File: config.mk
export PLATFORM = sky130hd
export DESIGN_NAME = randomized_set_table
export DESIGN_NICKNAME = d
export VERILOG_FILES = /design/src/rtl/rst_pkg.sv /design/src/rtl/randomized_set_table.sv /design/src/rtl/rst_datapath.sv /design/src/rtl/rst_ctrl.sv
export SDC_FILE = /design/constraint.sdc
export NUM_CORES = 2
export LEC_CHECK = 0
export BUFFER_PORTS_ARGS = -buffer_cell sky130_fd_sc_hd__buf_4
export CAP_MARGIN = 40
export CORE_MARGIN = 4
export CORE_UTILIZATION = 32
export CTS_CLUSTER_DIAMETER = 200
export DETAILED_ROUTE_END_ITERATION = 7
export MAX_ROUTING_LAYER = met4
export PLACE_DENSITY = 0.54
export SLEW_MARGIN = 20
export SYNTH_ARGS = -nofsm -noshare
export SYNTH_HDL_FRONTEND = slang
export SYNTH_HIERARCHICAL = 1
export SYNTH_SLANG_ARGS = --single-unit
File: constraint.sdc
create_clock -name clk -period 4.9 [get_ports clk]
set_clock_uncertainty 0.15 [all_clocks]
set_input_delay 0 -clock clk [delete_from_list [all_inputs] [get_ports clk]]
set_output_delay 0 -clock clk [all_outputs]
set_load 0.03 [all_outputs]
File: src/rtl/rst_pkg.sv
// ----------------------------------------------------------------------------
// rst_pkg
// Shared types and constants of the randomized set table.
// ----------------------------------------------------------------------------
package rst_pkg;

  localparam int Capacity = 64;
  localparam int IdxW = $clog2(Capacity);
  localparam int CntW = $clog2(Capacity + 1);
  localparam int DrawW = 31;

  typedef enum logic [1:0] {
    ACT_INSERT = 2'd0,
    ACT_REMOVE = 2'd1,
    ACT_PICK   = 2'd2,
    ACT_NONE   = 2'd3
  } action_t;

  typedef enum logic [1:0] {
    ST_DONE   = 2'd0,
    ST_REJECT = 2'd1,
    ST_FULL   = 2'd2,
    ST_EMPTY  = 2'd3
  } status_t;

  typedef struct packed {
    logic [1:0]        action;
    logic signed [31:0] item_value;
    logic [DrawW-1:0]  random_draw;
  } in_word_t;

  typedef struct packed {
    logic [1:0]         status;
    logic signed [31:0] picked_value;
    logic [6:0]         member_count;
  } out_word_t;

  typedef enum logic [3:0] {
    S_IDLE,
    S_SCAN,
    S_SCAN_CHK,
    S_READ_LAST,
    S_MOVE,
    S_DIV,
    S_PICK_RD,
    S_PICK_WAIT,
    S_OUT
  } state_t;

  typedef struct packed {
    logic load;
    logic scan_start;
    logic scan_step;
    logic rd_last;
    logic wr_append;
    logic wr_move;
    logic div_start;
    logic div_step;
    logic rd_pick;
    logic take_pick;
    logic dec_count;
    logic inc_count;
    logic [1:0] status;
  } cmd_t;

  typedef struct packed {
    logic [1:0] action;
    logic       hit;
    logic       scan_end;
    logic       empty;
    logic       full;
    logic       slot_is_last;
    logic       div_done;
  } sts_t;

endpackage

File: src/rtl/randomized_set_table.sv
// ----------------------------------------------------------------------------
// randomized_set_table
// Set of distinct 32-bit values with insert, remove and random pick.
// ----------------------------------------------------------------------------
// One word is handled at a time. Insert and remove scan the live slots one per
// cycle through the element memory read port; a remove that finds its value then
// reads the last member and moves it into the hole. Random pick runs a 31-step
// restoring modulo by the count and then reads the chosen slot. Work on an
// empty set skips the scan and the modulo. The result is held until taken.
module randomized_set_table (
  input  logic               clk,
  input  logic               rst,
  input  logic               in_valid,
  output logic               in_stall,
  input  rst_pkg::in_word_t  in_data,
  output logic               out_valid,
  input  logic               out_stall,
  output rst_pkg::out_word_t out_data
);

  rst_pkg::cmd_t cmd;
  rst_pkg::sts_t sts;

  rst_ctrl u_ctrl (
    .clk       (clk),
    .rst       (rst),
    .in_valid  (in_valid),
    .in_stall  (in_stall),
    .out_valid (out_valid),
    .out_stall (out_stall),
    .sts       (sts),
    .cmd       (cmd)
  );

  rst_datapath u_dp (
    .clk     (clk),
    .rst     (rst),
    .in_word (in_data),
    .cmd     (cmd),
    .sts     (sts),
    .result  (out_data)
  );

endmodule

File: src/rtl/rst_datapath.sv
// ----------------------------------------------------------------------------
// rst_datapath
// Element memory, occupancy, slot scan and serial modulo divider.
// ----------------------------------------------------------------------------
module rst_datapath (
  input  logic             clk,
  input  logic             rst,
  input  rst_pkg::in_word_t in_word,
  input  rst_pkg::cmd_t    cmd,
  output rst_pkg::sts_t    sts,
  output rst_pkg::out_word_t result
);

  logic [31:0] mem [rst_pkg::Capacity];
  logic [31:0] rd_data;
  logic [rst_pkg::IdxW-1:0] rd_addr;
  logic        rd_en;
  logic        wr_en;
  logic [rst_pkg::IdxW-1:0] wr_addr;
  logic [31:0] wr_data;

  logic [1:0]  action;
  logic [31:0] value;
  logic [rst_pkg::DrawW-1:0] draw;
  logic [rst_pkg::CntW-1:0] count;
  logic [rst_pkg::CntW-1:0] scan;
  logic [rst_pkg::IdxW-1:0] slot;
  logic [rst_pkg::IdxW-1:0] chk_idx;
  logic [31:0] picked;
  logic [rst_pkg::CntW-1:0] rem;
  logic [rst_pkg::CntW:0]   rem_sh;
  logic [4:0]  bit_idx;
  logic        div_done;
  logic [rst_pkg::CntW-1:0] last_idx;

  assign last_idx = count - rst_pkg::CntW'(1);

  always_comb begin
    rd_en = cmd.scan_start | cmd.scan_step | cmd.rd_last | cmd.rd_pick;
    if (cmd.rd_last) begin
      rd_addr = last_idx[rst_pkg::IdxW-1:0];
    end else if (cmd.rd_pick) begin
      rd_addr = rem[rst_pkg::IdxW-1:0];
    end else if (cmd.scan_start) begin
      rd_addr = '0;
    end else begin
      rd_addr = scan[rst_pkg::IdxW-1:0];
    end
    wr_en   = cmd.wr_append | cmd.wr_move;
    wr_addr = cmd.wr_append ? count[rst_pkg::IdxW-1:0] : slot;
    wr_data = cmd.wr_append ? value : rd_data;
  end

  always_ff @(posedge clk) begin
    if (wr_en) begin
      mem[wr_addr] <= wr_data;
    end
    if (rd_en) begin
      rd_data <= mem[rd_addr];
    end
  end

  assign rem_sh = {rem, draw[bit_idx]};

  always_ff @(posedge clk) begin
    if (rst) begin
      count    <= '0;
      div_done <= 1'b0;
    end else begin
      if (cmd.inc_count) begin
        count <= count + rst_pkg::CntW'(1);
      end else if (cmd.dec_count) begin
        count <= count - rst_pkg::CntW'(1);
      end
      if (cmd.div_start) begin
        div_done <= 1'b0;
      end else if (cmd.div_step && bit_idx == 5'd0) begin
        div_done <= 1'b1;
      end
    end
  end

  always_ff @(posedge clk) begin
    if (cmd.load) begin
      action <= in_word.action;
      value  <= in_word.item_value;
      draw   <= in_word.random_draw;
      picked <= '0;
    end
    if (cmd.scan_start) begin
      scan    <= rst_pkg::CntW'(1);
      chk_idx <= '0;
    end else if (cmd.scan_step) begin
      scan    <= scan + rst_pkg::CntW'(1);
      chk_idx <= scan[rst_pkg::IdxW-1:0];
    end
    if (cmd.rd_last) begin
      slot <= chk_idx;
    end
    if (cmd.div_start) begin
      rem     <= '0;
      bit_idx <= 5'(rst_pkg::DrawW - 1);
    end else if (cmd.div_step) begin
      if (rem_sh >= {1'b0, count}) begin
        rem <= rst_pkg::CntW'(rem_sh - {1'b0, count});
      end else begin
        rem <= rem_sh[rst_pkg::CntW-1:0];
      end
      bit_idx <= bit_idx - 5'd1;
    end
    if (cmd.take_pick) begin
      picked <= rd_data;
    end
  end

  always_comb begin
    sts.action       = action;
    sts.hit          = (rd_data == value);
    sts.scan_end     = ({1'b0, chk_idx} >= (count - rst_pkg::CntW'(1)));
    sts.empty        = (count == '0);
    sts.full         = (count == rst_pkg::CntW'(rst_pkg::Capacity));
    sts.slot_is_last = ({1'b0, slot} == last_idx);
    sts.div_done     = div_done;
    result.status       = cmd.status;
    result.picked_value = picked;
    result.member_count = 7'(count);
  end

endmodule

File: src/rtl/rst_ctrl.sv
// ----------------------------------------------------------------------------
// rst_ctrl
// Sequencer for insert, remove and random pick.
// ----------------------------------------------------------------------------
module rst_ctrl (
  input  logic          clk,
  input  logic          rst,
  input  logic          in_valid,
  output logic          in_stall,
  output logic          out_valid,
  input  logic          out_stall,
  input  rst_pkg::sts_t sts,
  output rst_pkg::cmd_t cmd
);

  rst_pkg::state_t state, state_next;
  logic [1:0] status, status_next;

  always_ff @(posedge clk) begin
    if (rst) begin
      state  <= rst_pkg::S_IDLE;
      status <= rst_pkg::ST_DONE;
    end else begin
      state  <= state_next;
      status <= status_next;
    end
  end

  always_comb begin
    state_next  = state;
    status_next = status;
    cmd         = '0;
    cmd.status  = status;
    in_stall    = 1'b1;
    out_valid   = 1'b0;
    unique case (state)
      rst_pkg::S_IDLE: begin
        in_stall = 1'b0;
        if (in_valid) begin
          cmd.load   = 1'b1;
          state_next = rst_pkg::S_SCAN;
        end
      end
      rst_pkg::S_SCAN: begin
        priority if (sts.action == rst_pkg::ACT_PICK) begin
          if (sts.empty) begin
            status_next = rst_pkg::ST_EMPTY;
            state_next  = rst_pkg::S_OUT;
          end else begin
            cmd.div_start = 1'b1;
            state_next    = rst_pkg::S_DIV;
          end
        end else if (sts.action == rst_pkg::ACT_NONE || sts.empty) begin
          if (sts.action == rst_pkg::ACT_INSERT) begin
            cmd.wr_append = 1'b1;
            cmd.inc_count = 1'b1;
            status_next   = rst_pkg::ST_DONE;
          end else begin
            status_next = rst_pkg::ST_REJECT;
          end
          state_next = rst_pkg::S_OUT;
        end else begin
          cmd.scan_start = 1'b1;
          state_next     = rst_pkg::S_SCAN_CHK;
        end
      end
      rst_pkg::S_SCAN_CHK: begin
        if (sts.hit || sts.scan_end) begin
          priority if (sts.hit) begin
            if (sts.action == rst_pkg::ACT_INSERT) begin
              status_next = rst_pkg::ST_REJECT;
              state_next  = rst_pkg::S_OUT;
            end else begin
              status_next = rst_pkg::ST_DONE;
              cmd.rd_last = 1'b1;
              state_next  = rst_pkg::S_READ_LAST;
            end
          end else if (sts.action == rst_pkg::ACT_INSERT) begin
            if (sts.full) begin
              status_next = rst_pkg::ST_FULL;
            end else begin
              cmd.wr_append = 1'b1;
              cmd.inc_count = 1'b1;
              status_next   = rst_pkg::ST_DONE;
            end
            state_next = rst_pkg::S_OUT;
          end else begin
            status_next = rst_pkg::ST_REJECT;
            state_next  = rst_pkg::S_OUT;
          end
        end else begin
          cmd.scan_step = 1'b1;
        end
      end
      rst_pkg::S_READ_LAST: begin
        state_next = rst_pkg::S_MOVE;
      end
      rst_pkg::S_MOVE: begin
        cmd.wr_move   = !sts.slot_is_last;
        cmd.dec_count = 1'b1;
        state_next    = rst_pkg::S_OUT;
      end
      rst_pkg::S_DIV: begin
        if (sts.div_done) begin
          cmd.rd_pick = 1'b1;
          state_next  = rst_pkg::S_PICK_RD;
        end else begin
          cmd.div_step = 1'b1;
        end
      end
      rst_pkg::S_PICK_RD: begin
        state_next = rst_pkg::S_PICK_WAIT;
      end
      rst_pkg::S_PICK_WAIT: begin
        cmd.take_pick = 1'b1;
        status_next   = rst_pkg::ST_DONE;
        state_next    = rst_pkg::S_OUT;
      end
      rst_pkg::S_OUT: begin
        out_valid = 1'b1;
        if (!out_stall) begin
          state_next = rst_pkg::S_IDLE;
        end
      end
      default: state_next = rst_pkg::S_IDLE;
    endcase
  end

endmodule

=== Word-level counts from Yosys, hierarchy flattened ===
Memory sizes are Yosys's and may differ from the RTL's. A register that Yosys moved wholly into a read port is not among the register bits.
Index checks and enable logic that the tools add are counted.

* $add $sub $neg: 5
* $mul: 0
* Div/mod/pow operators: 0
* $lt $le $gt $ge: 3
* Equality and inequality tests: 19
* Shift-type cells: 0
* Mux-type cells: 64
* Bitwise gates (word level): 4
* Reductions and logical operators: 15

{| class="wikitable"
|+ Operators by type and width
! cell !! number
|-
| 2-to-1 mux 32 bit || 3
|-
| 2-to-1 mux 4 bit || 9
|-
| == test 32 bit || 1
|-
| one-hot mux 4 bit (8 select lines) || 1
|-
| 2-to-1 mux 1 bit || 30
|-
| 2-to-1 mux 6 bit || 4
|-
| 2-to-1 mux 7 bit || 3
|-
| 2-to-1 mux 2 bit || 10
|-
| == test 4 x 3 -> 1 bit, second input constant || 4
|-
| adder 7 x 1 -> 7 bit, second input constant || 2
|-
| == test 4 x 2 -> 1 bit, second input constant || 2
|-
| >= comparator 8 x 7 -> 1 bit || 1
|-
| AND reduction 4 bit || 2
|-
| == test 6 x 7 -> 1 bit || 1
|-
| == test 7 bit, second input constant || 1
|-
| >= comparator 6 x 7 -> 1 bit || 1
|-
| zero test 7 bit || 1
|-
| subtractor 7 x 1 -> 7 bit, second input constant || 1
|-
| subtractor 7 bit || 1
|-
| < comparator 5 x 6 -> 1 bit, second input constant || 1
|-
| one-hot mux 2 bit (3 select lines) || 1
|-
| binary-select mux 1 bit (select 5 bit) || 1
|-
| zero test 5 bit || 1
|-
| subtractor 5 x 1 -> 5 bit, second input constant || 1
|-
| other kinds (17) || 27
|}

* Bits in registers: 142
* Latch bits: 0
* RAM bits: 2,048
* Bits in read-only memories: 0
* Output and inout bits: 43
* Logic and storage cells: 124
* Memories: 1

{| class="wikitable"
|+ Memory list
! name !! depth !! bits a word !! read ports !! clocked after Yosys merged registers in !! write ports !! RTL line !! text
|-
| u_dp.mem || 64 || 32 || 1 || 1 || 1 || rst_datapath.sv:14 || <nowiki>logic [31:0] mem [rst_pkg::Capacity];</nowiki>
|}

=== Longest topological paths before layout ===
* Depth after elaboration: 9
* Mapped depth: 25

=== Modules after synthesis ===
Netlist, hierarchy kept.

{| class="wikitable"
|+ By module, submodules not included
! module !! instances !! cells each !! area an instance (sq um) !! seq. area each (sq um)
|-
| rst_datapath || 1 || 4,863 || 87,114.8 || 66,193.5
|-
| rst_ctrl || 1 || 84 || 649.4 || 120.1
|}

=== Worst setup path after synthesis ===
No wires, ideal clock.

* Path type: register to register
* Start point: register u_dp/count[0] in the netlist's numbering
* End point: memory u_dp.mem[19][0], enable pin
* Arrival: 5.125 ns
* Required time: 4.329 ns
* Setup slack: -0.796 ns
* Stages on the path, launching flop included: 20
* Buffers on the path: 4
* Path through: dfxtp_1 > buf_2 > inv_1 > ha_1 > xnor2_2 > ha_1 > a21o_1 > a21o_1 > a21o_1 > a21oi_1 > nor2_1 > nor4b_1 > a31oi_1 > nor2_1 > buf_4 > clkbuf_1 > clkbuf_1 > o21ai_0 > nand2_1 > nor2_1

{| class="wikitable"
|+ RTL lines
! item !! RTL line !! text
|-
| start: declaration || rst_datapath.sv:25 || <nowiki>logic [rst_pkg::CntW-1:0] count;</nowiki>
|-
| start signal: assignment || rst_datapath.sv:71 || <nowiki>count <= count + rst_pkg::CntW'(1);</nowiki>
|-
| start signal: assignment || rst_datapath.sv:73 || <nowiki>count <= count - rst_pkg::CntW'(1);</nowiki>
|-
| end: declaration || rst_datapath.sv:14 ||
|}

==> flow_summary.ini <==
[floorplan]
core-area_um2 = 273400
fp.dieW_um = 531.7
ios = 112
start_util = 0.3210
die_h_um = 531.7
rows = 192
die-area_um2 = 282700

[finish]
ff_latch_area_um2 = 66320
synthToLayoutAreaGrowth_pct = 26.03
multiInputGateArea_um2 = 21190
finalInstanceArea_um2 = 110600
fin_nets = 6023
finalNonFillerCells = 9716
final.fill_count = 24500
drive_gt1_frac = 0.3055

[global_routing]
grt_pass1_wl_mm = 402.1
antenna_found_initial = 13
overflow = 0
grt_pass1_vias = 51810
track_usage = 0.2015
grt_max_degree = 68

[routing]
wirelength_mm = 284.3
dr.pass1.iters = 5
avgViaCountPerCell = 5.471
postRouteAntennaNets = 0
wire_per_inst_um = 29.26
drt_iter0_markers = 6800
drc = 0
vias = 53160

[synth]
yosysSeqAreaShare = 0.7556
syn_avg_cell_area_um2 = 17.74
synth_cell_types = 94
async_flop_share = 0
yosysTopAreaCell = edfxtp_1
syn-num-nets = 5036
yosysWarnings = 6
yosys.area.top_type_share = 0.7469
mappedNetlistArea_um2 = 87760
synth_area_leaders = edfxtp_1 75%, mux4_2 6.0%, nand2_1 1.8%, mux2i_1 1.8%, mux2_2 1.5%
synth_edf_count = 2183
ys_seq_elements = 2221
synth-main-ff-cell = edfxtp_1
synthCells = 4947

[cts]
cts_root_buf = clkbuf_16
cts.htree.levels = 4
clk_pin_slew_ns = 0.07
cts_tree = built
numClockSinks = 2221
clk_latency_ns = 0.88
clock_path_buffers = 3
numCtsBuffers = 220

[place]
place_congestion = 0.9064
dp_hpwl_mm = 179.9
placed_area_um2 = 99900
place_inst = 9083
portBuffers = 111

[power_and_ir_drop]
p_leak_nw = 36.28
internal_power_w = 0.03612
p_seq_frac = 0.421
p_per_area_nw_per_um2 = 454.1
peakVddDrop_mv = 0.4444
clock_power_share = 0.329
swShare = 0.2810
power_frac_comb = 0.249
p_sw_w = 0.01412

[setup_path]
cp_slowest_cell = mux4_2
crit_buf_inv = 4
critPathKind = reg -> reg
path_cells = clkinvlp_4, ha_4, ha_4, a21o_1, a21o_1, a21o_1, a21o_1, a21oi_2, nor2_2, or2_4, and3_4, a21o_1, o21ai_4, buf_12, buf_16, buf_16, mux4_2, a22oi_2, nand4_1, a311o_1
crit_path_start_kind = flop
end_kind = flop
crit_family = compound AO/OA/AOI/OAI gates
path_common_cell = a21o_1
critPathMaxFanout = 7
cp_data_arrival_time_ns = 5.62
worstPathRequired_ns = 5.35
critical_path.max_stage_delay_ns = 0.51

[timing]
rsz0062_at_grt = yes
finalMaxSlewViolations = 0
final_hold_viol_count = 0
period_share = 1.054
fmax_mhz = 193.5
fin_setup_tns_ns = -4.358
layout_min_cycle_time_ns = 5.167
whs_ns = 0.1927
layout_setup_ws_ns = -0.2668
slew_headroom = 0.3754
setup_viol = 31
worst_pin_slew_ns = 0.9133

[hold_path]
hold_path.class = in -> reg

[status]
failed_checks = setup timing
outcome = finished, violations left

[job]
max_cap_violations = 0
-- cells in the mapped netlist (18+ instances only) --
cell,count
nand2b_1,18
o2111ai_1,21
o21ai_0,50
mux4_2,232
a32oi_1,33
a22oi_1,32
nor3_1,77
o221ai_1,72
o22ai_1,81
nand2_1,431
ha_1,19
a21oi_1,157
dfxtp_1,38
a21o_1,18
or3_1,35
inv_1,20
edfxtp_1,2183
a211oi_1,64
xnor2_1,18
clkbuf_1,72
nand3_1,74
a221oi_1,39
mux2i_1,158
o32ai_1,24
mux2_2,119
nor2_1,167
buf_2,138
a221o_1,19
nor4_1,43
nand4_1,34
buf_6,35
and2_1,48
o211ai_1,26
a22o_1,33
a31oi_1,28
xor2_1,38
buf_4,54
-- area by class of cell --
| class | count | share of cell area |
|---|---|---|
| sequential | 2221 | 0.5996 |
| multi-input combinational | 2390 | 0.1915 |
| timing repair buffer | 1081 | 0.1039 |
| clock buffer | 274 | 0.05197 |
| tap | 3589 | 0.04060 |
| clock inverter | 135 | 0.01147 |
| inverter | 20 | 0.0007466 |
| antenna | 6 | 0.0001357 |
-- worst reg2reg max path, cell delays in order (launching register included) --
cell	delay, ns
dfxtp_4	0.36
clkinvlp_4	0.14
ha_4	0.32
ha_4	0.19
a21o_1	0.18
a21o_1	0.16
a21o_1	0.16
a21o_1	0.16
a21oi_2	0.16
nor2_2	0.06
or2_4	0.23
and3_4	0.20
a21o_1	0.21
o21ai_4	0.15
buf_12	0.16
buf_16	0.16
buf_16	0.17
mux4_2	0.52
a22oi_2	0.20
nand4_1	0.46
a311o_1	0.44
-- sequential cells by signal (all words and copies together), names as in the netlist --
name / count
u_dp/picked: 32
u_dp/scan: 6
u_dp/bit_idx: 5
u_dp/div_done: 1
u_ctrl/state: 4
u_dp/value: 32
u_dp/chk_idx: 6
u_dp/rd_data: 32
u_dp/action: 2
u_dp/slot: 6
u_dp/mem: 2048
u_dp/count: 7
u_dp/draw: 31
u_ctrl/status: 2
u_dp/rem: 7
-- cell families after synthesis --
family / after synthesis / synth area share
AO/OA/AOI/OAI: 805 / 0.06722
buffers and inverters: 336 / 0.02195
flip-flops: 2221 / 0.7556
adder cells (fa/ha/maj): 20 / 0.002937
multiplexers: 509 / 0.09282
AND/OR/NAND/NOR: 999 / 0.05370
XOR/XNOR: 57 / 0.005774
-- layer usage --
| metal | GRT usage | share of wire | up-vias |
|---|---|---|---|
| li1 | - | - | 22120 |
| met1 | 0.2810 | 0.42 | 28080 |
| met2 | 0.3092 | 0.46 | 2581 |
| met3 | 0.03649 | 0.095 | 370 |
| met4 | 0.04360 | 0.022 | 0 |
| met5 | - | 0 | - |
-- what timing repair did --
| action | 4_1_cts | 5_1_grt |
|---|---|---|
| gates cloned | 9 | 2 |
| setup endpoints to repair | 32 | 32 |
| hold buffers | 139 | 0 |
| endpoints found under the hold margin | 144 | 0 |
| resized for setup | 193 | 56 |
| setup buffers | 49 | 28 |
| pin swaps | 66 | 23 |
-- layout by cell type, fill, tap and decap left out, drive strengths merged, types with 55 or more instances in the layout --
master	count
a211oi	64
a21oi	157
buf	936
clkbuf	276
clkinv	109
dlygate4sd3	139
edfxtp	2183
mux2	119
mux2i	158
mux4	232
nand2	434
nand3	77
nor2	173
nor3	79
o21ai	55
o221ai	72
o22ai	81
-- power by group through the flow --
stage	Sequential [W]	Clock [W]	Combinational [W]
2_1_floorplan	0.0216	0	0.00654
3_3_place_gp	0.0216	0	0.0109
3_5_place_dp	0.0216	0	0.0110
4_1_cts	0.0212	0.0168	0.0122
5_1_grt	0.0212	0.0176	0.0132
6_report	0.0212	0.0165	0.0125
-- path summary, 6_finish.rpt --
kind / from / end / slack (ns) / cells after the start
setup / recovery: u_dp/count[0]$_SDFFE_PP0P_ / u_dp/rd_data[8]$_DFFE_PP_ / -0.27 / 20
hold reg to reg: u_dp/rem[6]$_SDFFE_PP0P_ / u_dp/rem[6]$_SDFFE_PP0P_ / 0.33 / 2
setup reg to reg: u_dp/count[0]$_SDFFE_PP0P_ / u_dp/rd_data[8]$_DFFE_PP_ / -0.27 / 20
hold / removal: in_valid / u_dp/action[1]$_DFFE_PP_ / 0.19 / 4
-- stage by stage --
step           setup WS, ns    util  power (W)
2_1_floorplan       -0.1326       -    0.02810
3_3_place_gp         -1.052  0.3653    0.03250
3_5_place_dp        -0.8465  0.3654    0.03256
6_report            -0.2668  0.4046    0.05023
5_1_grt             -0.3477  0.4045    0.05202
4_1_cts             -0.1704  0.4028    0.05023
Note: power is estimated with default switching activity, not from simulation.
